==> src/design/pfe_pkg.sv <==
`timescale 1ns / 1ps
// ----------------------------------------------------------------------------
// pfe_pkg
// Shared types and constants of the postfix expression evaluator: character
// codes, command format between front and back, error codes, ALU handshake.
// ----------------------------------------------------------------------------
package pfe_pkg;

  localparam int SYM_W  = 8;
  localparam int VAL_W  = 64;
  localparam int FRAC_W = 32;
  localparam int DIG_W  = 4;

  localparam logic [SYM_W-1:0] CH_ZERO = 8'h30;
  localparam logic [SYM_W-1:0] CH_NINE = 8'h39;
  localparam logic [SYM_W-1:0] CH_ADD  = 8'h2B;
  localparam logic [SYM_W-1:0] CH_SUB  = 8'h2D;
  localparam logic [SYM_W-1:0] CH_MUL  = 8'h2A;
  localparam logic [SYM_W-1:0] CH_DIV  = 8'h2F;

  localparam logic [VAL_W-1:0] VAL_MAX = {1'b0, {(VAL_W-1){1'b1}}};
  localparam logic [VAL_W-1:0] VAL_MIN = {1'b1, {(VAL_W-1){1'b0}}};

  // Depth of the command queue between front and back
  localparam int CMD_Q_DEPTH = 2;

  typedef enum logic [1:0] {
    ERR_NONE  = 2'd0,
    ERR_UNDER = 2'd1,
    ERR_OVER  = 2'd2,
    ERR_DIVZ  = 2'd3
  } err_t;

  typedef enum logic [2:0] {
    K_NOP,
    K_DIGIT,
    K_ADD,
    K_SUB,
    K_MUL,
    K_DIV
  } kind_t;

  typedef struct packed {
    kind_t            kind;
    logic [DIG_W-1:0] digit;
    logic             last;
  } cmd_t;

  typedef struct packed {
    logic             start;
    logic             is_div;
    logic [VAL_W-1:0] a;
    logic [VAL_W-1:0] b;
  } alu_req_t;

  typedef struct packed {
    logic             done;
    logic [VAL_W-1:0] result;
  } alu_rsp_t;

  // Keep only the first error of an expression
  function automatic err_t raise_err(err_t cur, err_t code);
    return (cur == ERR_NONE) ? code : cur;
  endfunction

endpackage

==> src/design/pfe_alu.sv <==
`timescale 1ns / 1ps
// ----------------------------------------------------------------------------
// pfe_alu
// Multicycle Q32.32 multiply and divide with saturation. Multiply runs four
// 32x32 partial products; divide is restoring, one quotient bit per cycle.
// ----------------------------------------------------------------------------
module pfe_alu (
  input  logic              clk,
  input  logic              rst_n,
  input  pfe_pkg::alu_req_t req,
  output pfe_pkg::alu_rsp_t rsp
);
  import pfe_pkg::*;

  localparam int HALF_W = VAL_W / 2;
  localparam int PROD_W = 2 * VAL_W;
  localparam int IT_W   = $clog2(VAL_W);
  localparam int STEP_W = 3;
  localparam logic [STEP_W-1:0] MUL_LAST = 3'd4;

  typedef enum logic [2:0] {
    A_IDLE,
    A_MUL,
    A_DIV_PREP,
    A_DIV,
    A_SAT
  } astate_t;

  astate_t             state_r;
  logic                neg_r;
  logic                is_div_r;
  logic [VAL_W-1:0]    ma_r, mb_r;
  logic [STEP_W-1:0]   step_r;
  logic [VAL_W-1:0]    prod_r;
  logic [1:0]          sh_r;
  logic                prod_vld_r;
  logic [PROD_W-1:0]   acc_r;
  logic [VAL_W-1:0]    rem_r;
  logic [HALF_W-1:0]   num_r;
  logic [VAL_W-1:0]    q_r;
  logic [IT_W-1:0]     it_r;
  logic                ovf_r;
  logic                done_r;
  logic [VAL_W-1:0]    res_r;

  logic [HALF_W-1:0]   op_a, op_b;
  logic [1:0]          sh_nxt;
  logic [VAL_W-1:0]    prod_nxt;
  logic [PROD_W-1:0]   acc_add;
  logic [VAL_W:0]      trial;
  logic                ge;
  logic [VAL_W-1:0]    m_sel, limit, m_lim, sat_out;
  logic                ovf_sel;

  always_comb begin
    unique case (step_r[1:0])
      2'd0: begin
        op_a = ma_r[HALF_W-1:0]; op_b = mb_r[HALF_W-1:0]; sh_nxt = 2'd0;
      end
      2'd1: begin
        op_a = ma_r[HALF_W-1:0]; op_b = mb_r[VAL_W-1:HALF_W]; sh_nxt = 2'd1;
      end
      2'd2: begin
        op_a = ma_r[VAL_W-1:HALF_W]; op_b = mb_r[HALF_W-1:0]; sh_nxt = 2'd1;
      end
      default: begin
        op_a = ma_r[VAL_W-1:HALF_W]; op_b = mb_r[VAL_W-1:HALF_W]; sh_nxt = 2'd2;
      end
    endcase
    prod_nxt = op_a * op_b;
  end

  always_comb begin
    unique case (sh_r)
      2'd0:    acc_add = {{VAL_W{1'b0}}, prod_r};
      2'd1:    acc_add = {{HALF_W{1'b0}}, prod_r, {HALF_W{1'b0}}};
      default: acc_add = {prod_r, {VAL_W{1'b0}}};
    endcase
  end

  // restoring step: bring in the next numerator bit, subtract when it fits
  assign trial = {rem_r, num_r[HALF_W-1]} - {1'b0, mb_r};
  assign ge    = !trial[VAL_W];

  always_comb begin
    if (is_div_r) begin
      m_sel   = q_r;
      ovf_sel = ovf_r;
    end else begin
      m_sel   = acc_r[FRAC_W +: VAL_W];
      ovf_sel = |acc_r[PROD_W-1:FRAC_W+VAL_W];
    end
    limit   = neg_r ? VAL_MIN : VAL_MAX;
    m_lim   = (ovf_sel || (m_sel > limit)) ? limit : m_sel;
    sat_out = neg_r ? (VAL_W'(0) - m_lim) : m_lim;
  end

  always_ff @(posedge clk) begin
    if (!rst_n) begin
      state_r <= A_IDLE;
      done_r  <= 1'b0;
    end else begin
      done_r <= (state_r == A_SAT);
      unique case (state_r)
        A_IDLE: begin
          if (req.start) begin
            is_div_r   <= req.is_div;
            neg_r      <= req.a[VAL_W-1] ^ req.b[VAL_W-1];
            ma_r       <= req.a[VAL_W-1] ? (VAL_W'(0) - req.a) : req.a;
            mb_r       <= req.b[VAL_W-1] ? (VAL_W'(0) - req.b) : req.b;
            step_r     <= '0;
            prod_vld_r <= 1'b0;
            acc_r      <= '0;
            state_r    <= req.is_div ? A_DIV_PREP : A_MUL;
          end
        end
        A_MUL: begin
          if (prod_vld_r) begin
            acc_r <= acc_r + acc_add;
          end
          if (step_r == MUL_LAST) begin
            prod_vld_r <= 1'b0;
            state_r    <= A_SAT;
          end else begin
            prod_r     <= prod_nxt;
            sh_r       <= sh_nxt;
            prod_vld_r <= 1'b1;
            step_r     <= step_r + STEP_W'(1);
          end
        end
        A_DIV_PREP: begin
          // the quotient reaches 2^64 exactly when the integer part covers the divisor
          ovf_r   <= ({{HALF_W{1'b0}}, ma_r[VAL_W-1:HALF_W]} >= mb_r);
          rem_r   <= {{HALF_W{1'b0}}, ma_r[VAL_W-1:HALF_W]};
          num_r   <= ma_r[HALF_W-1:0];
          q_r     <= '0;
          it_r    <= '0;
          state_r <= ({{HALF_W{1'b0}}, ma_r[VAL_W-1:HALF_W]} >= mb_r) ? A_SAT : A_DIV;
        end
        A_DIV: begin
          rem_r <= ge ? trial[VAL_W-1:0] : {rem_r[VAL_W-2:0], num_r[HALF_W-1]};
          num_r <= {num_r[HALF_W-2:0], 1'b0};
          q_r   <= {q_r[VAL_W-2:0], ge};
          it_r  <= it_r + IT_W'(1);
          if (it_r == {IT_W{1'b1}}) begin
            state_r <= A_SAT;
          end
        end
        A_SAT: begin
          res_r   <= sat_out;
          state_r <= A_IDLE;
        end
        default: state_r <= A_IDLE;
      endcase
    end
  end

  assign rsp.done   = done_r;
  assign rsp.result = res_r;

endmodule

==> config.mk <==
export PLATFORM = sky130hd
export DESIGN_NAME = pfe_alu
export DESIGN_NICKNAME = d
export VERILOG_FILES = /design/src/design/pfe_pkg.sv /design/src/design/pfe_alu.sv
export SDC_FILE = /design/constraint.sdc
export NUM_CORES = 2
export LEC_CHECK = 0
export ABC_AREA = 0
export BUFFER_PORTS_ARGS = -buffer_cell sky130_fd_sc_hd__clkbuf_2
export CORE_UTILIZATION = 55
export CTS_CLUSTER_SIZE = 20
export DETAILED_ROUTE_END_ITERATION = 10
export HOLD_SLACK_MARGIN = 0.08
export PLACE_DENSITY = 0.78
export SLEW_MARGIN = 10
export SYNTH_ARGS = -nofsm -noshare
export SYNTH_HDL_FRONTEND = slang
export SYNTH_SLANG_ARGS = --single-unit
==> constraint.sdc <==
create_clock -name clk -period 14.6 [get_ports clk]
set_clock_uncertainty 0.1 [all_clocks]
set_input_delay 3.65 -clock clk [delete_from_list [all_inputs] [get_ports clk]]
set_output_delay 3.65 -clock clk [all_outputs]
set_load 0.02 [all_outputs]
==> metrics <==
clk slew on worst S/H paths=0.06 ns; RD Place Congestion=1.03; min cycle time layout=11.30 ns; Synth Instances=8185; fillcell total=11300; FF/Latch Area=0.0169 mm2; H-tree depth=3; input/output buffers=196; Nets=9787; share of cells above drive strength 1=0.0765; FF+latch count, synth=563; number of synthesized flops with an enable pin=559; Synth Net Count=9773; Fin Setup TNS=0 ns; Pre-Repair DR Iteration Count=6; Die H=368 um; die area=0.135 mm2; WL/cell=24.8 um; RSZ-0062 raised after global routing=false; Die X=368 um; pin count of the biggest net entering global routing=165; worst endpoint required time=14.93 ns; crit path DAT=11.63 ns; WL met2=112000 um; cts repair resizes=0; Ports=197; Final setup viols=0; gr ovfl total=0; top layer in use=met5; Starting Density=0.558; most used cell, CP=fa_1; Sink Count=563; setup bufs post-CTS=0; top_reg_cell synth=edfxtp_1; final max-slew violation count=0; wl on met1=92300 um; Ys Warns=0; P&R area growth vs syn=7.39%; DR DRC count=0; Core Box Area=0.132 mm2; syn avg cell area=9.00 um2; Total GRT Usage=0.365; vias per inst=6.21; Hold Crit Class=flip-flop to flip-flop; cell area after synthesis=0.0737 mm2; DR iter-0 viols=6810; endpoint type of the worst setup path=flip-flop; Async SR Flop Fraction=0; outcome=completed; final core utilization=0.599; CP max-delay cell=nor2_4; Fin. Hold Viols=0; footprint of the multi-input gates=0.0517 mm2; Rows=133; clk root buf=clkbuf_16; worst-path maximum fanout=38; DP HPWL=193000 um; final wirelength=248000 um; max-cap viol count=0; CTS Buffer Depth=3; Num CTS Buffers=68; part of the Yosys area used for sequential elements=0.229; f_max=88.5 MHz; Max stage delay on crit path=0.78 ns; Slew HR=0.0875; most frequent cells in the layout=inv_1, nor2_1, nand2_1; Worst Tran Pin Value=1.36 ns; hold buffers post-CTS=0; WS Path Type=flip-flop to flip-flop; initial antenna violation count=3; first-pass GRT wire length=373000 um; Antenna Nets Post-Route=0; Clk Latency, worst-skew pair=0.70 ns; Fin Hold WS=0.408 ns; CP startpoint kind=flip-flop; DR vias=62100; Period Utilization, post-route=0.774; synth unique cells=84; number of global-route vias before repair=62400; CTS tree=done; commonest non-fill, non-tap cell in the layout=inv_1; Met3 Wirelength=26200 um
-- cells in the mapped netlist, types with 11 or more instances --
library cell  number  area share
a211oi_1          25      0.0025
a21boi_0          18      0.0018
a21o_1           157       0.016
a21oi_1          432       0.029
a221oi_1          11      0.0013
a22o_1            33      0.0039
a31oi_1           56      0.0048
and2_1            88      0.0075
and3_1            97      0.0082
buf_1             19     0.00097
clkbuf_1         370       0.019
edfxtp_1         559        0.23
fa_1             898        0.24
ha_1             558       0.095
inv_1           1087       0.055
mux2_2            71       0.011
mux2i_1          136       0.018
nand2_1          924       0.047
nand2b_1          52      0.0044
nand3_1          100      0.0068
nand4_1          102      0.0087
nor2_1          1012       0.052
nor2b_1           45      0.0038
nor3_1           106      0.0072
nor4_1            45      0.0038
o211ai_1          24      0.0024
o21a_1            40      0.0041
o21ai_0          293       0.020
o21ai_1           21      0.0014
o21bai_1          58      0.0059
o31ai_1           67      0.0068
o41ai_1           35      0.0042
or2_2             15      0.0013
or3_1             40      0.0034
or4_1             29      0.0030
xnor2_1          274       0.033
xor2_1            78      0.0093
-- cells by family after synthesis --
logic type                 count (synthesis)  share of synthesized area
AOI/OAI and AO/OA                       1418                      0.123
muxes                                    207                     0.0293
adders and majority gates               1456                      0.339
DFF                                      563                      0.229
xor gates and xnor gates                 352                     0.0418
buffers and inverters                   1478                     0.0753
and+or+nand+nor                         2711                      0.163
-- flip-flops by register name, indices dropped and copies added, names as in the netlist --
signal	cells
done_r	1
ma_r	64
is_div_r	1
rem_r	64
num_r	32
prod_vld_r	1
q_r	64
res_r	64
mb_r	64
it_r	6
ovf_r	1
acc_r	128
sh_r	2
prod_r	64
state_r	3
neg_r	1
step_r	3
-- final cells by class --
| cell class | instances | area share |
|---|---|---|
| inverter | 1088 | 0.0516 |
| timing repair buffer | 334 | 0.0258 |
| clock inverter | 45 | 0.00612 |
| multi-input combinational | 6144 | 0.653 |
| sequential | 563 | 0.213 |
| antenna | 3 | 0.0000948 |
| tap | 1755 | 0.0277 |
| clock buffer | 77 | 0.0224 |
-- worst paths after layout --
check,startpoint,endpoint,cells after the start,slack (ns)
max,step_r[0]$_SDFFCE_PN0P_,prod_r[63]$_DFFE_PP_,31,3.30
max reg2reg,step_r[0]$_SDFFCE_PN0P_,prod_r[63]$_DFFE_PP_,31,3.30
min reg2reg,num_r[12]$_DFFE_PP_,num_r[13]$_DFFE_PP_,2,0.41
min,num_r[12]$_DFFE_PP_,num_r[13]$_DFFE_PP_,2,0.41
-- routing by layer --
metal  track usage  vias up
met4         0.216        2
met2         0.581     3568
met3        0.0870      868
li1              -    27400
met1         0.451    30300
met5             0        -
-- per-stage QoR --
stage          worst slack [ns]  cells  area, um2
4_1_cts                    3.32  10000      79100
5_1_grt                    2.72  10000      79200
3_3_place_gp               3.39   9884      76900
3_5_place_dp               3.31   9884      76900
6_report                   3.30  10000      79200
2_1_floorplan              3.19   8185      73700
-- critical path: cells and delay by family, from the launching register on --
family,cells,cell delay [ns]
simple gates,3,1.42
compound gates,8,2.25
xor+xnor,1,0.13
buf+inv,8,1.32
fa+ha+maj,10,4.74
flops,1,0.39
mux,1,0.66
Power is not shown: default switching activity piles up to over one toggle a cycle in this logic, so the estimate is an artifact.
