===== config.mk =====
export PLATFORM = sky130hd
export DESIGN_NAME = pfe_front_flat
export DESIGN_NICKNAME = d
export VERILOG_FILES = /design/src/design/pfe_pkg.sv /design/src/design/pfe_if.sv /design/src/design/pfe_front.sv /design/src/flat_wrapper.sv
export SDC_FILE = /design/constraint.sdc
export NUM_CORES = 1
export LEC_CHECK = 0
export BUFFER_PORTS_ARGS = -buffer_cell sky130_fd_sc_hd__buf_2
export CORE_AREA = 2 2 39 41
export DETAILED_ROUTE_END_ITERATION = 10
export DIE_AREA = 0 0 41 43
export PLACE_DENSITY = 0.43
export SYNTH_ARGS = -nofsm -noshare
export SYNTH_HDL_FRONTEND = slang
export SYNTH_SLANG_ARGS = --single-unit

===== constraint.sdc =====
create_clock -name vclk -period 1.22
set_input_delay 0.061 -clock vclk [all_inputs]
set_output_delay 0.061 -clock vclk [all_outputs]
set_load 0.02 [all_outputs]

===== src/design/pfe_pkg.sv =====
`timescale 1ns / 1ps
// ----------------------------------------------------------------------------
// pfe_pkg
// Shared types and constants of the postfix expression evaluator: character
// codes, command format between front and back, error codes, ALU handshake.
// ----------------------------------------------------------------------------
package pfe_pkg;

  localparam int SYM_W  = 8;
  localparam int VAL_W  = 64;
  localparam int FRAC_W = 32;
  localparam int DIG_W  = 4;

  localparam logic [SYM_W-1:0] CH_ZERO = 8'h30;
  localparam logic [SYM_W-1:0] CH_NINE = 8'h39;
  localparam logic [SYM_W-1:0] CH_ADD  = 8'h2B;
  localparam logic [SYM_W-1:0] CH_SUB  = 8'h2D;
  localparam logic [SYM_W-1:0] CH_MUL  = 8'h2A;
  localparam logic [SYM_W-1:0] CH_DIV  = 8'h2F;

  localparam logic [VAL_W-1:0] VAL_MAX = {1'b0, {(VAL_W-1){1'b1}}};
  localparam logic [VAL_W-1:0] VAL_MIN = {1'b1, {(VAL_W-1){1'b0}}};

  // Depth of the command queue between front and back
  localparam int CMD_Q_DEPTH = 2;

  typedef enum logic [1:0] {
    ERR_NONE  = 2'd0,
    ERR_UNDER = 2'd1,
    ERR_OVER  = 2'd2,
    ERR_DIVZ  = 2'd3
  } err_t;

  typedef enum logic [2:0] {
    K_NOP,
    K_DIGIT,
    K_ADD,
    K_SUB,
    K_MUL,
    K_DIV
  } kind_t;

  typedef struct packed {
    kind_t            kind;
    logic [DIG_W-1:0] digit;
    logic             last;
  } cmd_t;

  typedef struct packed {
    logic             start;
    logic             is_div;
    logic [VAL_W-1:0] a;
    logic [VAL_W-1:0] b;
  } alu_req_t;

  typedef struct packed {
    logic             done;
    logic [VAL_W-1:0] result;
  } alu_rsp_t;

  // Keep only the first error of an expression
  function automatic err_t raise_err(err_t cur, err_t code);
    return (cur == ERR_NONE) ? code : cur;
  endfunction

endpackage


===== src/design/pfe_if.sv =====
`timescale 1ns / 1ps
// ----------------------------------------------------------------------------
// pfe_in_if / pfe_out_if
// Valid/ready channels of the evaluator: characters in, results out.
// ----------------------------------------------------------------------------
interface pfe_in_if;
  import pfe_pkg::*;

  logic             valid;
  logic             ready;
  logic [SYM_W-1:0] symbol;
  logic             last;

  modport source (output valid, symbol, last, input ready);
  modport sink   (input valid, symbol, last, output ready);
endinterface



===== src/design/pfe_front.sv =====
`timescale 1ns / 1ps
// ----------------------------------------------------------------------------
// pfe_front
// Accepts characters and classifies them into stack commands. Characters
// that do nothing and do not end the expression are dropped here.
// ----------------------------------------------------------------------------
module pfe_front (
  pfe_in_if.sink        in_ch,
  output logic          cmd_valid,
  output pfe_pkg::cmd_t cmd,
  input  logic          cmd_ready
);
  import pfe_pkg::*;

  logic [SYM_W-1:0] sym_off;

  assign sym_off = in_ch.symbol - CH_ZERO;

  always_comb begin
    cmd.last  = in_ch.last;
    cmd.digit = sym_off[DIG_W-1:0];
    priority if (in_ch.symbol >= CH_ZERO && in_ch.symbol <= CH_NINE) begin
      cmd.kind = K_DIGIT;
    end else if (in_ch.symbol == CH_ADD) begin
      cmd.kind = K_ADD;
    end else if (in_ch.symbol == CH_SUB) begin
      cmd.kind = K_SUB;
    end else if (in_ch.symbol == CH_MUL) begin
      cmd.kind = K_MUL;
    end else if (in_ch.symbol == CH_DIV) begin
      cmd.kind = K_DIV;
    end else begin
      cmd.kind = K_NOP;
    end
  end

  assign in_ch.ready = cmd_ready;
  // drop ignored characters unless they close the expression
  assign cmd_valid   = in_ch.valid && ((cmd.kind != K_NOP) || in_ch.last);

endmodule


===== src/flat_wrapper.sv =====
// flat-port wrapper written by rule: the top's interface ports become plain ports
module pfe_front_flat import pfe_pkg::*;
  (cmd_valid, cmd, cmd_ready, in_ch_valid, in_ch_symbol, in_ch_last, in_ch_ready);
  pfe_in_if in_ch_i ();
  output logic cmd_valid;
  output pfe_pkg::cmd_t cmd;
  input  logic cmd_ready;
  input wire logic [$bits(in_ch_i.valid)-1:0] in_ch_valid;
  input wire logic [$bits(in_ch_i.symbol)-1:0] in_ch_symbol;
  input wire logic [$bits(in_ch_i.last)-1:0] in_ch_last;
  output wire logic [$bits(in_ch_i.ready)-1:0] in_ch_ready;
  assign in_ch_i.valid = in_ch_valid;
  assign in_ch_i.symbol = in_ch_symbol;
  assign in_ch_i.last = in_ch_last;
  assign in_ch_ready = in_ch_i.ready;
  pfe_front u_core (.in_ch(in_ch_i), .cmd_valid(cmd_valid), .cmd(cmd), .cmd_ready(cmd_ready));
endmodule

==> impl_results.md, run 1 <==
- Via Count: 193
- Outcome: complete, no violations
- F_max: 0.848 GHz
- Worst-Margin Slew: 0.223 ns
- Total gr overflow: 0
- RSZ-0062 raised after global routing: false
- WHS Path Cells: 0
- Vias in the first global route: 162
- Slew Limit Headroom: 85.1%
- Hold Slack: 0.122 ns
- Final Routed Wirelength: 406 um
- Clock buf count: 0
- Number of unique standard cell types used by synthesis: 14
- Mapped Nets: 33
- Finished Layout Cells: 52
- Largest net degree at the start of global routing: 7
- Pre-CTS WS: -0.0616 ns
- Synth cell count leaders: buf_4, and3_1, nand2_1, nor2_1
- Core area: 1380 sq um
- Vias per cell: 3.71
- Die Y: 43 um
- Syn_area_per_cell: 7.00 sq um
- Setup Viol. Count Final: 0
- Final TNS setup: 0 ns
- Nature of the critical path endpoint: output port
- CTS Hold Buffers Added: 0
- CP startpoint kind: input port
- Max-slew violations: 0
- Die width: 41 um
- Gp weighted congestion: 0.572
- Power Dens Cells: 325 nW/um^2
- Max Cap Violations: 0
- Yosys top cell area share: 29.3%
- I/O pin cnt: 21
- Initial antenna violation count: 0
- Seq Cell Count: 0
- Min-Delay Path Class: in2out
- Worst EP arrival: 1.12 ns
- Num rows: 14
- Final Hold Fails: 0
- VDD IR max: 0.0547 mV
- Leakage: 0.133 nW
- Final core occ: 17.3%
- Synth area leaders: buf_4, and3_1, o41a_1, or3b_4, mux2i_1
- Synth Cell Area: 154 sq um
- I/O Buffers: 19
- Crit path max fanout: 2
- Post-DRT Antenna Nets: 0
- Register area share after synthesis: 0%
- Area leader, netlist: buf_4
- Pre-antenna DRT Iters: 4
- Gr usage total: 4.10%
- Ant diodes: 0
- Synthesis Warnings: 0
- Critical path data required time: 1.16 ns
- Total power: 77.7 uW
- Die Area: 1760 sq um
- Flip-flop and latch area: 0 sq um
- Syn Inst Count: 22
- WL per Instance: 7.81 um
- First-pass GRT wire length: 558 um
- Dominant cell by count in the synthesized netlist: buf_4
- DRC Markers: 0
- Initial Utilization: 11.1%
- Placed insts: 52
- DP Area: 231 sq um
- Period utilisation layout: 96.7%
- Post-layout min period: 1.18 ns
- Setup slack after layout: 0.0407 ns
- Layout Nets: 49
- DR iter-0 viols: 5
- Layout cell share with drive strength beyond 1: 61.1%
- WS Path Type: in2out
- Area delta synth->final: 55.3%
- Cell area after layout: 239 sq um
-- area by class of cell --
cell class	instances	area (sq um)
fill	171	1140
timing repair buffer	20	108
tap	16	20.0
inverter	1	3.75
multi-input combinational	15	108
-- logic make-up after synthesis --
kind of cell    after synthesis  share of synthesized area, %
mux                           1                          6.50
xor+xnor                      2                          11.4
simple gates                  8                          29.3
buf+inv                       7                          31.7
compound gates                4                          21.1
-- cells in the final DEF, fill, tap and decap left out, drive strengths merged --
master	instances
buf	20
nand2	2
and3	2
nor2	2
or3b	1
nand2b	1
o21ai	1
a2bb2oi	1
xor2	1
xnor2	1
inv	1
mux2i	1
o41a	1
o31ai	1
-- per-layer routing --
| layer | track usage (%) | share of wire (%) |
|---|---|---|
| met3 | 0 | 12 |
| met5 | 0 | 0 |
| met1 | 6.01 | 45 |
| met4 | 0 | 0 |
| met2 | 6.88 | 44 |
-- report_power, final --
| part | leakage (nW) | internal [mW] | switching (mW) |
|---|---|---|---|
| Combinational | 0.133 | 0.0353 | 0.0424 |
| Clock | 0 | 0 | 0 |
| Sequential | 0 | 0 | 0 |
-- final timing paths --
check	slack [ns]	start	end
setup / recovery	0.04	in_ch_symbol[6]	cmd_valid
hold / removal	0.12	cmd_ready	in_ch_ready
-- worst max-delay path, stage by stage --
cell and delay [ns]:
buf_2 0.10, or3b_4 0.38, o41a_1 0.31, o31ai_1 0.07
buf_2 0.20
-- repair_timing --
action / in CTS / in global routing
setup buffers: 0 / 0
pin swaps: 1 / 0
endpoints found under the setup margin: 1 / 2
gates resized for setup: 0 / 3
No activity file was read; power rests on OpenSTA's default activity.
==> run 2, diff against run 1 <==
- RECOVER_POWER: default -> 100
==> impl_results.md, run 2 (synthesis gave the netlist of run 1 again) <==
- Pre-CTS WS: -0.0616 ns
- I/O Buffers: 19
- Largest net degree at the start of global routing: 7
- Met2 WL: 174 um
- Min-Delay Path Class: in2out
- Final TNS setup: 0 ns
- Outcome: complete, no violations
- VDD IR max: 0.0546 mV
- Period utilisation layout: 96.6%
- Initial Utilization: 11.1%
- F_max: 0.849 GHz
- Postcts setup bufs: 0
- Post-DRT Antenna Nets: 0
- Die width: 41 um
- Setup slack after layout: 0.0415 ns
- DR top layer: met3
- Seq Cell Count: 0
- Final Hold Fails: 0
- Layout Nets: 49
- WS Path Type: in2out
- Power Dens Cells: 332 nW/um^2
- Gp weighted congestion: 0.572
- Crit path max fanout: 2
- CTS Hold Buffers Added: 0
- Final core occ: 16.4%
- Ant diodes: 0
- M1 WL: 188 um
- Setup Viol. Count Final: 0
- Worst-Margin Slew: 0.250 ns
- Vias in the first global route: 162
- DRC Markers: 0
- Via Count: 195
- Worst EP arrival: 1.12 ns
- Area delta synth->final: 47.2%
- Vias per cell: 3.75
- Post-layout min period: 1.18 ns
- Most common cell after layout, fill and taps aside: buf_2
- Final Routed Wirelength: 409 um
- First-pass GRT wire length: 558 um
- Die Area: 1760 sq um
- Nature of the critical path endpoint: output port
- Fillers: 173
- Met3 WL post-DR: 47 um
- Total gr overflow: 0
- Layout cell share with drive strength beyond 1: 44.4%
- CP startpoint kind: input port
- Max Cap Violations: 0
- Commonest cells after routing, fill and taps aside: buf_2, clkbuf_1, nand2_1, and3_1
- WL per Instance: 7.87 um
- DR iter-0 viols: 5
- Slew Limit Headroom: 83.4%
- Die Y: 43 um
- Hold Slack: 0.122 ns
- Critical path data required time: 1.16 ns
- Max-slew violations: 0
- Flip-flop and latch area: 0 sq um
- Pre-antenna DRT Iters: 3
- Num rows: 14
- Gr usage total: 4.10%
- Core area: 1380 sq um
- Leakage: 0.115 nW
- Initial antenna violation count: 0
- RSZ-0062 raised after global routing: false
- Clock buf count: 0
- I/O pin cnt: 21
==> run 2: cell types whose count changed in the layout (fill, tap and decap cells not counted) <==
| cell | before | now |
|---|---|---|
| buf_2 | 17 | 13 |
| buf_4 | 3 | 1 |
| clkbuf_1 | 0 | 6 |
==> run 2: stage by stage <==
stage,cells,total power [mW],instance area (sq um)
6_report,52,0.0752,226
4_1_cts,52,0.0776,231
2_1_floorplan,22,0.0554,154
5_1_grt,52,0.0819,226
3_3_place_gp,52,0.0766,231
3_5_place_dp,52,0.0774,231
==> run 2: per-layer routing <==
metal  global-route usage [%]  vias up
met3                        0        0
met4                        0        0
met5                        0        -
met2                     6.88       12
li1                         -      103
met1                     6.01       80
==> run 2: repair_timing <==
item	4_1_cts	5_1_grt
setup endpoints to repair	1	2
pin swaps	1	0
resized for setup	0	3
==> run 2: area by class of cell <==
type	instances	area, sq um	area share (%)
Multi-Input combinational cell	15	108	47.5
Timing Repair Buffer	20	95.1	42.0
Inverter	1	3.75	1.66
Tap cell	16	20.0	8.84
==> run 2: where the power goes <==
group / leakage [nW] / internal, mW / switching (mW)
logic: 0.115 / 0.0325 / 0.0427
registers: 0 / 0 / 0
clock network: 0 / 0 / 0
total: 0.115 / 0.0325 / 0.0427
==> run 2: worst max-delay path, stage by stage <==
cell	delay, ns
buf_2	0.10
or3b_4	0.38
o41a_1	0.31
o31ai_1	0.07
buf_2	0.20
==> run 2: worst paths after layout <==
path,to,cells after the start,startpoint
min,in_ch_ready,0,cmd_ready
max,cmd_valid,5,in_ch_symbol[6]
==> run 3, diff against run 2 <==
- REMOVE_ABC_BUFFERS: default -> 1
==> impl_results.md, run 3 (synthesis gave the netlist of run 1 again) <==
- Finished Layout Cells: 52
- DRC Markers: 0
- Final Hold Fails: 0
- Gr usage total: 4.30%
- Num rows: 14
- Setup Viol. Count Final: 0
- Max Cap Violations: 0
- I/O Buffers: 19
- Total gr overflow: 0
- Final Routed Wirelength: 401 um
- Power Dens Cells: 324 nW/um^2
- Met2 WL: 197 um
- Final core occ: 17.4%
- Crit path largest cell delay: 0.38 ns
- Total power: 77.9 uW
- Nature of the critical path endpoint: output port
- Met3 WL post-DR: 39 um
- CP startpoint kind: input port
- Worst EP arrival: 1.10 ns
- Placed insts: 52
- Flip-flop and latch area: 0 sq um
- Initial antenna violation count: 0
- WL per Instance: 7.71 um
- I/O pin cnt: 21
- DR top layer: met3
- Commonest cells after routing, fill and taps aside: buf_2, clkbuf_1, nand2_1, and3_1, buf_4
- Via Count: 189
- Core area: 1380 sq um
- Multi-input logic area: 113 sq um
- Die width: 41 um
- Worst-Margin Slew: 0.240 ns
- Seq Cell Count: 0
- Vias per cell: 3.63
- Critical path data required time: 1.16 ns
- F_max: 0.858 GHz
- M1 WL: 164 um
- Pre-antenna DRT Iters: 2
- Layout Nets: 49
- Leakage: 0.118 nW
- Largest net degree at the start of global routing: 7
- First-pass GRT wire length: 579 um
- Crit path cell chain: buf_2 -> or3b_4 -> o41a_1 -> o31ai_2 -> buf_4
- Period utilisation layout: 95.5%
- Clock buf count: 0
- VDD IR max: 0.0404 mV
- Max-slew violations: 0
- Outcome: complete, no violations
- CP max stage cell: or3b_4
- Layout cell share with drive strength beyond 1: 47.2%
- RSZ-0062 raised after global routing: true
- Fillers: 165
- Die Y: 43 um
- Detailed Place HPWL: 360 um
- Slew Limit Headroom: 83.9%
- Postcts setup bufs: 0
- Post-layout min period: 1.17 ns
- Crit-path leading delay family: compound AO/OA/AOI/OAI gates
- Gp weighted congestion: 0.551
- Buf+Inv Stages, Crit Path: 2
- WS Path Type: in2out
- Crit path max fanout: 2
- Die Area: 1760 sq um
- Ant diodes: 0
- HP Start: cmd_ready
- WHS Path Cells: 0
- Vias in the first global route: 163
- Worst Hold End: in_ch_ready
- Most common cell after layout, fill and taps aside: buf_2
- Area delta synth->final: 56.1%
- Min-Delay Path Class: in2out
- Post-DRT Antenna Nets: 0
- DR iter-0 viols: 1
- Initial Utilization: 11.1%
==> run 3: changes by cell type in the layout (fill, tap and decap cells not counted) <==
cell / delta
o31ai_2: +1
buf_2: -2
buf_4: +1
o31ai_1: -1
buf_6: +1
==> run 3: repair_timing <==
action / 4_1_cts / 5_1_grt
gates resized for setup: 0 / 5
hold buffers: 0 / 0
pin swaps: 1 / 1
endpoints found under the setup margin: 1 / 3
cloned: 0 / 0
==> run 3: power breakdown <==
group	switching (mW)	internal, mW
logic	0.0433	0.0345
registers	0	0
clock network	0	0
==> run 3: how the worst max path moves through the flow <==
stage | cells past startpoint | endpoint | slack, ns | from
after floorplan | 2 | cmd_valid | 0.12 | in_ch_symbol[6]
after global placement | 5 | cmd_valid | -0.06 | in_ch_symbol[6]
after detailed placement | 5 | cmd_valid | -0.05 | in_ch_symbol[6]
after CTS | 6 | cmd[6] | 0.01 | in_ch_symbol[6]
after global routing | 5 | cmd_valid | 0.002 | in_ch_symbol[6]
final | 5 | cmd_valid | 0.05 | in_ch_symbol[6]
==> run 3: cell type report <==
cell class / count / area share [%]
multi-input cells: 15 / 46.9
repair buffers: 20 / 43.2
well taps: 16 / 8.33
inverters: 1 / 1.56
==> run 3: routing by layer <==
layer  vias to the layer above  track usage [%]
li1                        100                -
met1                        79             6.01
met2                        10             7.50
met3                         0                0
met4                         0                0
met5                         -                0
==> run 3: per-stage QoR <==
| stage | setup TNS, ns | setup WS [ns] | area, sq um | hold slack, ns |
|---|---|---|---|---|
| 2_1_floorplan | 0 | 0.115 | 109 | 0.122 |
| 4_1_cts | 0 | 0.0109 | 231 | 0.122 |
| 6_report | 0 | 0.0549 | 240 | 0.122 |
| 3_3_place_gp | -0.0579 | -0.0579 | 231 | 0.122 |
| 3_5_place_dp | -0.0534 | -0.0534 | 231 | 0.122 |
| 5_1_grt | 0 | 0.00211 | 240 | 0.122 |
