File: src/design/pfe_pkg.sv
`timescale 1ns / 1ps
// ----------------------------------------------------------------------------
// pfe_pkg
// Shared types and constants of the postfix expression evaluator: character
// codes, command format between front and back, error codes, ALU handshake.
// ----------------------------------------------------------------------------
package pfe_pkg;

  localparam int SYM_W  = 8;
  localparam int VAL_W  = 64;
  localparam int FRAC_W = 32;
  localparam int DIG_W  = 4;

  localparam logic [SYM_W-1:0] CH_ZERO = 8'h30;
  localparam logic [SYM_W-1:0] CH_NINE = 8'h39;
  localparam logic [SYM_W-1:0] CH_ADD  = 8'h2B;
  localparam logic [SYM_W-1:0] CH_SUB  = 8'h2D;
  localparam logic [SYM_W-1:0] CH_MUL  = 8'h2A;
  localparam logic [SYM_W-1:0] CH_DIV  = 8'h2F;

  localparam logic [VAL_W-1:0] VAL_MAX = {1'b0, {(VAL_W-1){1'b1}}};
  localparam logic [VAL_W-1:0] VAL_MIN = {1'b1, {(VAL_W-1){1'b0}}};

  // Depth of the command queue between front and back
  localparam int CMD_Q_DEPTH = 2;

  typedef enum logic [1:0] {
    ERR_NONE  = 2'd0,
    ERR_UNDER = 2'd1,
    ERR_OVER  = 2'd2,
    ERR_DIVZ  = 2'd3
  } err_t;

  typedef enum logic [2:0] {
    K_NOP,
    K_DIGIT,
    K_ADD,
    K_SUB,
    K_MUL,
    K_DIV
  } kind_t;

  typedef struct packed {
    kind_t            kind;
    logic [DIG_W-1:0] digit;
    logic             last;
  } cmd_t;

  typedef struct packed {
    logic             start;
    logic             is_div;
    logic [VAL_W-1:0] a;
    logic [VAL_W-1:0] b;
  } alu_req_t;

  typedef struct packed {
    logic             done;
    logic [VAL_W-1:0] result;
  } alu_rsp_t;

  // Keep only the first error of an expression
  function automatic err_t raise_err(err_t cur, err_t code);
    return (cur == ERR_NONE) ? code : cur;
  endfunction

endpackage

File: src/design/pfe_cmd_fifo.sv
`timescale 1ns / 1ps
// ----------------------------------------------------------------------------
// pfe_cmd_fifo
// Short command queue that decouples the front from the back.
// ----------------------------------------------------------------------------
module pfe_cmd_fifo (
  input  logic          clk,
  input  logic          rst_n,
  input  logic          wr_valid,
  input  pfe_pkg::cmd_t wr_data,
  output logic          wr_ready,
  output logic          rd_valid,
  output pfe_pkg::cmd_t rd_data,
  input  logic          rd_ready
);
  import pfe_pkg::*;

  localparam int AW = (CMD_Q_DEPTH > 1) ? $clog2(CMD_Q_DEPTH) : 1;
  localparam int CW = $clog2(CMD_Q_DEPTH + 1);

  cmd_t          entry_r [CMD_Q_DEPTH];
  logic [AW-1:0] wr_ptr_r, wr_ptr_nxt;
  logic [AW-1:0] rd_ptr_r, rd_ptr_nxt;
  logic [CW-1:0] fill_r;
  logic          do_wr, do_rd;

  assign wr_ready = (fill_r != CW'(CMD_Q_DEPTH));
  assign rd_valid = (fill_r != '0);
  assign rd_data  = entry_r[rd_ptr_r];
  assign do_wr    = wr_valid && wr_ready;
  assign do_rd    = rd_valid && rd_ready;

  always_comb begin
    wr_ptr_nxt = (wr_ptr_r == AW'(CMD_Q_DEPTH - 1)) ? '0 : wr_ptr_r + AW'(1);
    rd_ptr_nxt = (rd_ptr_r == AW'(CMD_Q_DEPTH - 1)) ? '0 : rd_ptr_r + AW'(1);
  end

  always_ff @(posedge clk) begin
    if (!rst_n) begin
      wr_ptr_r <= '0;
      rd_ptr_r <= '0;
      fill_r   <= '0;
    end else begin
      if (do_wr) begin
        wr_ptr_r <= wr_ptr_nxt;
      end
      if (do_rd) begin
        rd_ptr_r <= rd_ptr_nxt;
      end
      if (do_wr && !do_rd) begin
        fill_r <= fill_r + CW'(1);
      end else if (do_rd && !do_wr) begin
        fill_r <= fill_r - CW'(1);
      end
    end
  end

  always_ff @(posedge clk) begin
    if (do_wr) begin
      entry_r[wr_ptr_r] <= wr_data;
    end
  end

endmodule

File: config.mk
export PLATFORM = sky130hd
export DESIGN_NAME = pfe_cmd_fifo
export DESIGN_NICKNAME = d
export VERILOG_FILES = /design/src/design/pfe_pkg.sv /design/src/design/pfe_cmd_fifo.sv
export SDC_FILE = /design/constraint.sdc
export NUM_CORES = 1
export LEC_CHECK = 0
export BUFFER_PORTS_ARGS = -buffer_cell sky130_fd_sc_hd__buf_2
export CAP_MARGIN = 20
export CORE_MARGIN = 5
export CORE_UTILIZATION = 35
export DETAILED_ROUTE_END_ITERATION = 16
export GPL_TIMING_DRIVEN = 0
export MAX_ROUTING_LAYER = met4
export SKIP_LAST_GASP = 1
export SLEW_MARGIN = 5
export SYNTH_ARGS = -nofsm -noshare
export SYNTH_HDL_FRONTEND = slang
export SYNTH_SLANG_ARGS = --single-unit
File: constraint.sdc
create_clock -name clk -period 2.3 [get_ports clk]
set_input_delay 0.345 -clock clk [delete_from_list [all_inputs] [get_ports clk]]
set_output_delay 0.345 -clock clk [all_outputs]
set_load 0.005 [all_outputs]
==> results of run 1 <==
==> per-layer routing <==
layer / share of wire, % / track usage (%) / up-vias
met2: 53 / 16.13 / 11
met1: 42 / 9.736 / 233
li1: - / - / 232
met5: 0 / - / -
met3: 4.6 / 2.227 / 2
met4: 0.80 / 4.967 / 0
==> logic make-up (layout without fill, tap and decap cells) <==
group / count (synthesis) / count (layout) / share of synthesized area, %
flip-flops: 21 / 21 / 71.72
AO/OA/AOI/OAI: 5 / 5 / 3.710
buffers and inverters: 3 / 28 / 1.545
XOR/XNOR: 3 / 3 / 3.246
multiplexers: 8 / 8 / 11.13
adder cells (fa/ha/maj): 1 / 1 / 1.545
AND/OR/NAND/NOR: 9 / 9 / 7.112
==> power breakdown <==
group | internal (mW) | switching (mW)
logic | 0.161 | 0.140
clock network | 0.0674 | 0.105
registers | 0.481 | 0.0344
total | 0.710 | 0.280
==> cell usage in the layout, fill, tap and decap left out <==
master	count
a21bo_2	1
a21oi_1	2
and2_1	1
and3_1	1
buf_2	22
clkbuf_1	1
clkbuf_4	3
dfxtp_1	5
edfxtp_1	16
ha_1	1
inv_1	2
mux2_2	8
nand2b_4	1
nand3b_1	1
nor2_1	3
o21ai_0	2
or2_2	1
or3_1	1
xor2_1	3
==> metrics by stage <==
stage          worst slack [ns]  std cells
2_1_floorplan            0.8152         50
3_3_place_gp             0.7699         99
3_5_place_dp             0.6581         99
4_1_cts                  0.6294        103
5_1_grt                  0.5264        103
6_report                 0.6489        103
==> sequential cells by signal (all words and copies together) (netlist names), named ones only <==
register  cells
rd_ptr_r      1
fill_r        2
wr_ptr_r      1
entry_r      16
==> cell type report <==
class | instances | area [µm²] | area share (%)
multi-input cells | 26 | 216.5 | 22.18
plain buffers | 1 | 5.005 | 0.5128
inverters | 2 | 7.507 | 0.7692
repair buffers | 21 | 105.1 | 10.77
flip-flops and latches | 21 | 580.6 | 59.49
well taps | 28 | 35.03 | 3.590
clock buffers | 4 | 26.28 | 2.692
==> worst max-delay path by stage <==
stage / to / depth (start not counted)
after global placement: fill_r[1] / 4
after global routing: fill_r[1] / 4
after floorplan: fill_r[1] / 5
after CTS: rd_data[5] / 3
final: rd_data[4] / 3
after detailed placement: fill_r[1] / 4
==> results by group, run 1 <==
STA
  • Slew @ Worst Pin: 0.3983 ns
  • Final Max Tran Viols: 0
  • WHS: 0.2297 ns
  • Setup Skew: 0.005473 ns
  • Setup TNS: 0 ns
  • Setup Viol. Count Final: 0
  • Final Cycle Share: 71.79%
  • RSZ-0062 raised after global routing: no
  • Final Hold Fails: 0
  • Max Clock Freq: 605.7 MHz
  • Min cycle time layout: 1.651 ns
  • Slew headroom: 73.44%

Synthesis
  • Synthesized instance count: 50
  • Avg Inst Size Synth: 16.19 µm²
  • Synth area leader: edfxtp_1
  • Count of cell types in the netlist: 17
  • #FFs+latches synth: 21
  • Yosys top cell area share: 59.35%
  • Synth area leaders: edfxtp_1 59%, dfxtp_1 12%, mux2_2 11%, xor2_1 3.2%, nand2b_4 1.7%
  • Syn_nets: 63
  • Number of enable flip-flop cells after synthesis: 16
  • Mapped Area: 809.5 µm²
  • Synth top cells by count: 16 x edfxtp_1, 8 x mux2_2, 5 x dfxtp_1
  • Yosys warns: 0
  • Count leader, synth: edfxtp_1
  • Asr flop ratio synth: 0%
  • Commonest register cell after synthesis: edfxtp_1
  • Register area share after synthesis: 71.72%

Critical path
  • Slowest CP cell: mux2_2
  • Critical path class: register to output port
  • Worst path most repeated cell: buf_2
  • Reg2Reg Setup Slack: 0.66 ns
  • CP peak stage delay: 0.35 ns
  • CP delay by family, top: multiplexers
  • R2R Path End: fill_r[1]
  • Arr. time, crit path: 1.31 ns
  • Worst r2r src: fill_r[1]
  • Critical path buffer and inverter count: 2
  • Critical path launch point type: register
  • Endpoint type of the worst setup path: output port
  • CP cell instances: buf_2 > mux2_2 > buf_2
  • Path depth of the worst reg2reg path: 4
  • Max Fanout on Critical Path: 8
  • Worst path required time: 1.96 ns

Flow run
  • Max_cap viols: 0

Floorplan
  • Die area: 3374 µm²
  • Starting Density: 36.59%
  • Site Rows: 17
  • I/O pin count: 22
  • DIE HEIGHT: 58.09 µm
  • Die W: 58.09 µm
  • Core Area: 2212 µm²

Placement
  • DP Wirelength: 1019 µm
  • Placed inst area: 949.7 µm²
  • Count of input and output buffers: 21
  • GP Congestion: 0.7470

Drt
  • Vias: 478
  • Initial DRC Count: 2
  • DRT Pass-1 Iters: 2
  • Number of routed nets with antenna violations: 0
  • Vias per Instance: 4.641
  • Residual DRC: 0
  • Drt wl/cell: 13.41 µm
  • WL final: 1381 µm

Final layout
  • Syn-to-layout area delta: 20.56%
  • Share of cells above drive strength 1: 48.00%
  • Ant diodes: 0
  • Fin area: 975.9 µm²
  • Fill cells: 220
  • Finished Core Util: 44.12%
  • Fin nets: 89

Clock network
  • Clk pin slew, worst setup/hold paths: 0.11 ns
  • Clock sink total: 21
  • Postcts setup bufs: 0
  • Longest Clk Path Bufs: 2
  • Cts bufs inserted: 3
  • Worst skew pair latency: 0.29 ns
  • H-tree levels: 1
  • CTS Root Cell: clkbuf_4
  • CTS tree: built
  • Cts hold-fix bufs: 0
  • Cts repair resizes: 0

Global route
  • Initial antenna violation count: 0
  • Number of global-route vias before repair: 530
  • First-pass GRT wire length: 2235 µm
  • Largest net degree at the start of global routing: 12
  • GRT overflow: 0
  • GRT Util Overall: 9.330%

Power and ir drop
  • Pwr/cell area: 1014 nW/µm²
  • Max IR drop VDD: 0.4402 mV
  • Lkg Pwr: 0.3923 nW
  • Final total power: 0.9898 mW

Min path
  • WHS Endpoint: entry_r[1][2]
  • Min-delay src: wr_data[2]
  • Worst Hold Class: input pin to register
  • Hold Crit Depth: 1

Outcome
  • Outcome: completed
(Power assumes the default switching activity.)
==> run 2, diff against run 1 <==
--- a/config.mk
+++ b/config.mk
@@ -5,6 +5,7 @@
 export SDC_FILE = /design/constraint.sdc
 export NUM_CORES = 1
 export LEC_CHECK = 0
+export ABC_AREA = 1
 export BUFFER_PORTS_ARGS = -buffer_cell sky130_fd_sc_hd__buf_2
 export CAP_MARGIN = 20
 export CORE_MARGIN = 5
==> constraint.sdc (replaced) <==
create_clock -name clk -period 1.39 [get_ports clk]
set_input_delay 0.2085 -clock clk [delete_from_list [all_inputs] [get_ports clk]]
set_output_delay 0.2085 -clock clk [all_outputs]
set_load 0.005 [all_outputs]
==> run 2 against run 1 <==
The flow now finishes with violations (negative setup slack). Sequential power up 69%. Die area up 2.7%. Final cell count up 12%. Sequential cell count unchanged. Clock-buffer cell count down 1. Non-clock buffer count unchanged.
==> results by group, run 2 <==
Outcome
  • Outcome: finished with violations (was completed)
  • Failing checks: negative setup slack

Global route
  • Number of global-route vias before repair: 520 (was 530)
  • GRT overflow: 0 (unchanged)
  • GRT Util Overall: 9.283% (was 9.330%)
  • Largest net degree at the start of global routing: 13 (was 12)
  • First-pass GRT wire length: 2242 µm (was 2235 µm)
  • Initial antenna violation count: 0 (unchanged)

Final layout
  • Fin cells: 115 (was 103)
  • Ant diodes: 0 (unchanged)
  • Max reg flops: 16 (unchanged)
  • Most common cell after layout, fill and taps aside: edfxtp_1 (was buf_2)
  • Syn-to-layout area delta: 32.34% (was 20.56%)
  • Top reg by flops: entry_r (unchanged)
  • Share of cells above drive strength 1: 51.72% (was 48.00%)
  • Finished Core Util: 49.06% (was 44.12%)
  • Fin nets: 101 (was 89)
  • Most frequent cells in the layout: 16 x edfxtp_1, 13 x buf_2, 8 x mux2_4, 8 x buf_6 (was 22 x buf_2, 16 x edfxtp_1, 8 x mux2_2, 5 x dfxtp_1)
  • Biggest regs: entry_r: 16 flops, fill_r: 2 flops (unchanged)

Floorplan
  • Die area: 3465 µm² (was 3374 µm²)
  • DIE HEIGHT: 58.87 µm (was 58.09 µm)
  • Core Area: 2255 µm² (was 2212 µm²)
  • Starting Density: 37.07% (was 36.59%)
  • Die W: 58.87 µm (was 58.09 µm)
  • Site Rows: 17 (unchanged)
  • I/O pin count: 22 (unchanged)

Drt
  • Drt wl/cell: 11.23 µm (was 13.41 µm)
  • Number of routed nets with antenna violations: 0 (unchanged)
  • Vias per Instance: 4.452 (was 4.641)
  • Initial DRC Count: 5 (was 2)
  • WL final: 1291 µm (was 1381 µm)
  • Vias: 512 (was 478)
  • DRT Pass-1 Iters: 2 (unchanged)
  • Residual DRC: 0 (unchanged)

Synthesis
  • Mapped Area: 835.8 µm² (was 809.5 µm²)
  • Count of cell types in the netlist: 18 (was 17)
  • Multiplexer share of the synthesized area: 10.78% (was 11.13%)
  • Yosys top cell area share: 57.49% (was 59.35%)
  • Synth top cells by count: 16 x edfxtp_1, 8 x mux2_2, 8 x nor2_1 (was 16 x edfxtp_1, 8 x mux2_2, 5 x dfxtp_1)
  • Synth area leader: edfxtp_1 (unchanged)
  • Largest family of logic cells by synthesized area: simple AND/OR/NAND/NOR gates (was multiplexers)
  • Synth Area in Compound Gates: 2.844% (was 3.709%)
  • Register area share after synthesis: 69.46% (was 71.72%)
  • Count leader, synth: edfxtp_1 (unchanged)
  • Synth area leaders: edfxtp_1 57%, dfxtp_1 12%, mux2_2 11%, nor2_1 3.6%, inv_1 2.7% (was edfxtp_1 59%, dfxtp_1 12%, mux2_2 11%, xor2_1 3.2%, nand2b_4 1.7%)
  • Synthesized instance count: 62 (was 50)
  • Post-Synth Adder-Cell Area: 1.497% (was 1.546%)
  • Yosys warns: 0 (unchanged)
  • Asr flop ratio synth: 0% (unchanged)
  • Avg Inst Size Synth: 13.48 µm² (was 16.19 µm²)
  • Number of enable flip-flop cells after synthesis: 16 (unchanged)
  • Commonest register cell after synthesis: edfxtp_1 (unchanged)
  • Synth Area in Simple Gates: 11.08% (was 7.110%)
  • Syn_nets: 75 (was 63)
  • Xor/xnor share of the synthesized area: 0% (was 3.246%)
  • #FFs+latches synth: 21 (unchanged)

STA
  • Setup ws final: -0.01941 ns (was 0.6489 ns)
  • Setup Viol. Count Final: 8 (was 0)
  • Final Cycle Share: 101.4%
  • Slew headroom: 71.50% (was 73.44%)
  • Final Hold Fails: 0 (unchanged)
  • Min cycle time layout: 1.409 ns
  • Setup Skew: 0.007879 ns (was 0.005473 ns)
  • Max Clock Freq: 709.5 MHz
  • Final Max Tran Viols: 0 (unchanged)
  • RSZ-0062 raised after global routing: yes (was no)
  • Slew @ Worst Pin: 0.4270 ns (was 0.3983 ns)

Power and ir drop
  • Max IR drop VDD: 0.9347 mV (was 0.4402 mV)
  • Lkg Pwr: 0.4656 nW (was 0.3923 nW)
  • Pwr/cell area: 1662 nW/µm² (was 1014 nW/µm²)

Clock network
  • Cts bufs inserted: 3 (unchanged)
  • Clk pin slew, worst setup/hold paths: 0.11 ns (about the same)
  • CTS tree: built (unchanged)
  • CTS Root Cell: clkbuf_4 (unchanged)
  • Postcts setup bufs: 0 (unchanged)
  • H-tree levels: 1 (unchanged)
  • Worst skew pair latency: 0.29 ns (about the same)
  • Clock sink total: 21 (unchanged)
  • Longest Clk Path Bufs: 2 (unchanged)

Placement
  • Placed cell count: 111 (was 99)
  • Count of input and output buffers: 21 (unchanged)
  • DP Wirelength: 969 µm (was 1019 µm)
  • GP Congestion: 0.7123 (was 0.7470)

Critical path
  • Worst path required time: 1.18 ns (was 1.96 ns)
  • Max Fanout on Critical Path: 8 (unchanged)
  • Critical path launch point type: register (unchanged)
  • CP peak stage delay: 0.34 ns (was 0.35 ns)
  • Arr. time, crit path: 1.20 ns (was 1.31 ns)
  • CP delay by family, top: flip-flops (was multiplexers)
  • Critical path buffer and inverter count: 2 (unchanged)
  • Endpoint type of the worst setup path: output port (unchanged)
  • CP cell instances: buf_8 > mux2_4 > buf_6 (was buf_2 > mux2_2 > buf_2)
  • Slowest CP cell: dfxtp_2 (was mux2_2)
  • Critical path class: register to output port (unchanged)

Min path
  • Worst Hold Class: input pin to register (unchanged)

Flow run
  • Max_cap viols: 0 (unchanged)
==> run 2: cell count changes after synthesis, sizes merged, moves of 3 or more <==
cell and change:
nand2 +9, nor2 +5, xor2 -3, inv +5
==> run 2: final cells by class <==
cell class                      instances  area (µm²)
Tap cell                               28       35.03
Timing Repair Buffer                   21       155.1
Inverter                                8       31.28
Fill cell                             219        1149
Clock buffer                            3       22.52
Multi-Input combinational cell         32       259.0
Clock inverter                          1       5.005
Sequential cell                        21       583.1
Buffer                                  1       15.01
==> run 2: path summary, 6_finish.rpt <==
| kind | endpoint | start | slack [ns] | depth (start not counted) |
|---|---|---|---|---|
| max | rd_data[3] | register | -0.02 | 3 |
| min reg2reg | fill_r[0] | fill_r[0] | 0.47 | 1 |
| max reg2reg | fill_r[1] | fill_r[0] | 0.08 | 10 |
| min | entry_r[1][0] | wr_data[0] | 0.1 | 1 |
==> run 2: logic make-up (layout without fill, tap and decap cells) <==
group | after synthesis | in the layout
DFF | 21 | 21
and+or+nand+nor | 19 | 19
buffers and inverters | 9 | 34
muxes | 8 | 8
AOI/OAI and AO/OA | 4 | 4
adders and majority gates | 1 | 1
==> run 2: power breakdown <==
group	switching, mW	internal, mW	total [mW]
clock network	0.172	0.107	0.279
registers	0.0646	0.806	0.870
logic	0.310	0.379	0.689
==> run 2: worst reg2reg max path: stages (launching register included) <==
cell and delay [ns]:
dfxtp_2 0.36, inv_2 0.09, nand2_4 0.06, nand2_4 0.09
clkinv_2 0.06, ha_1 0.28, inv_2 0.08, nand3_1 0.07
nand2_1 0.06, inv_1 0.03, nor2_1 0.08
==> run 2: per-layer routing <==
layer  wire length (µm)  track usage, %
met2                705           15.30
met3                 86           2.632
met1                483           9.673
met5                  0               -
met4                 15           5.825
==> run 2: repair_timing <==
item,in CTS,in global routing
endpoints found under the setup margin,24,26
endpoints found under the hold margin,0,0
gates resized for setup,5,21
hold buffers,0,0
pin swaps,0,0
==> run 2: stage by stage <==
stage / setup TNS [ns] / total power [mW] / cell area, µm² / hold WS [ns] / setup WS [ns]
6_report: -0.1199 / 1.838 / 1106 / 0.09806 / -0.01941
2_1_floorplan: 0 / 1.226 / 835.8 / 0.3074 / 0.08509
4_1_cts: -0.3715 / 1.705 / 1016 / 0.08754 / -0.05478
3_5_place_dp: -2.121 / 1.402 / 975.9 / 0.4000 / -0.1416
5_1_grt: -0.5793 / 1.980 / 1106 / 0.06684 / -0.06730
3_3_place_gp: -1.923 / 1.387 / 975.9 / 0.3975 / -0.1216
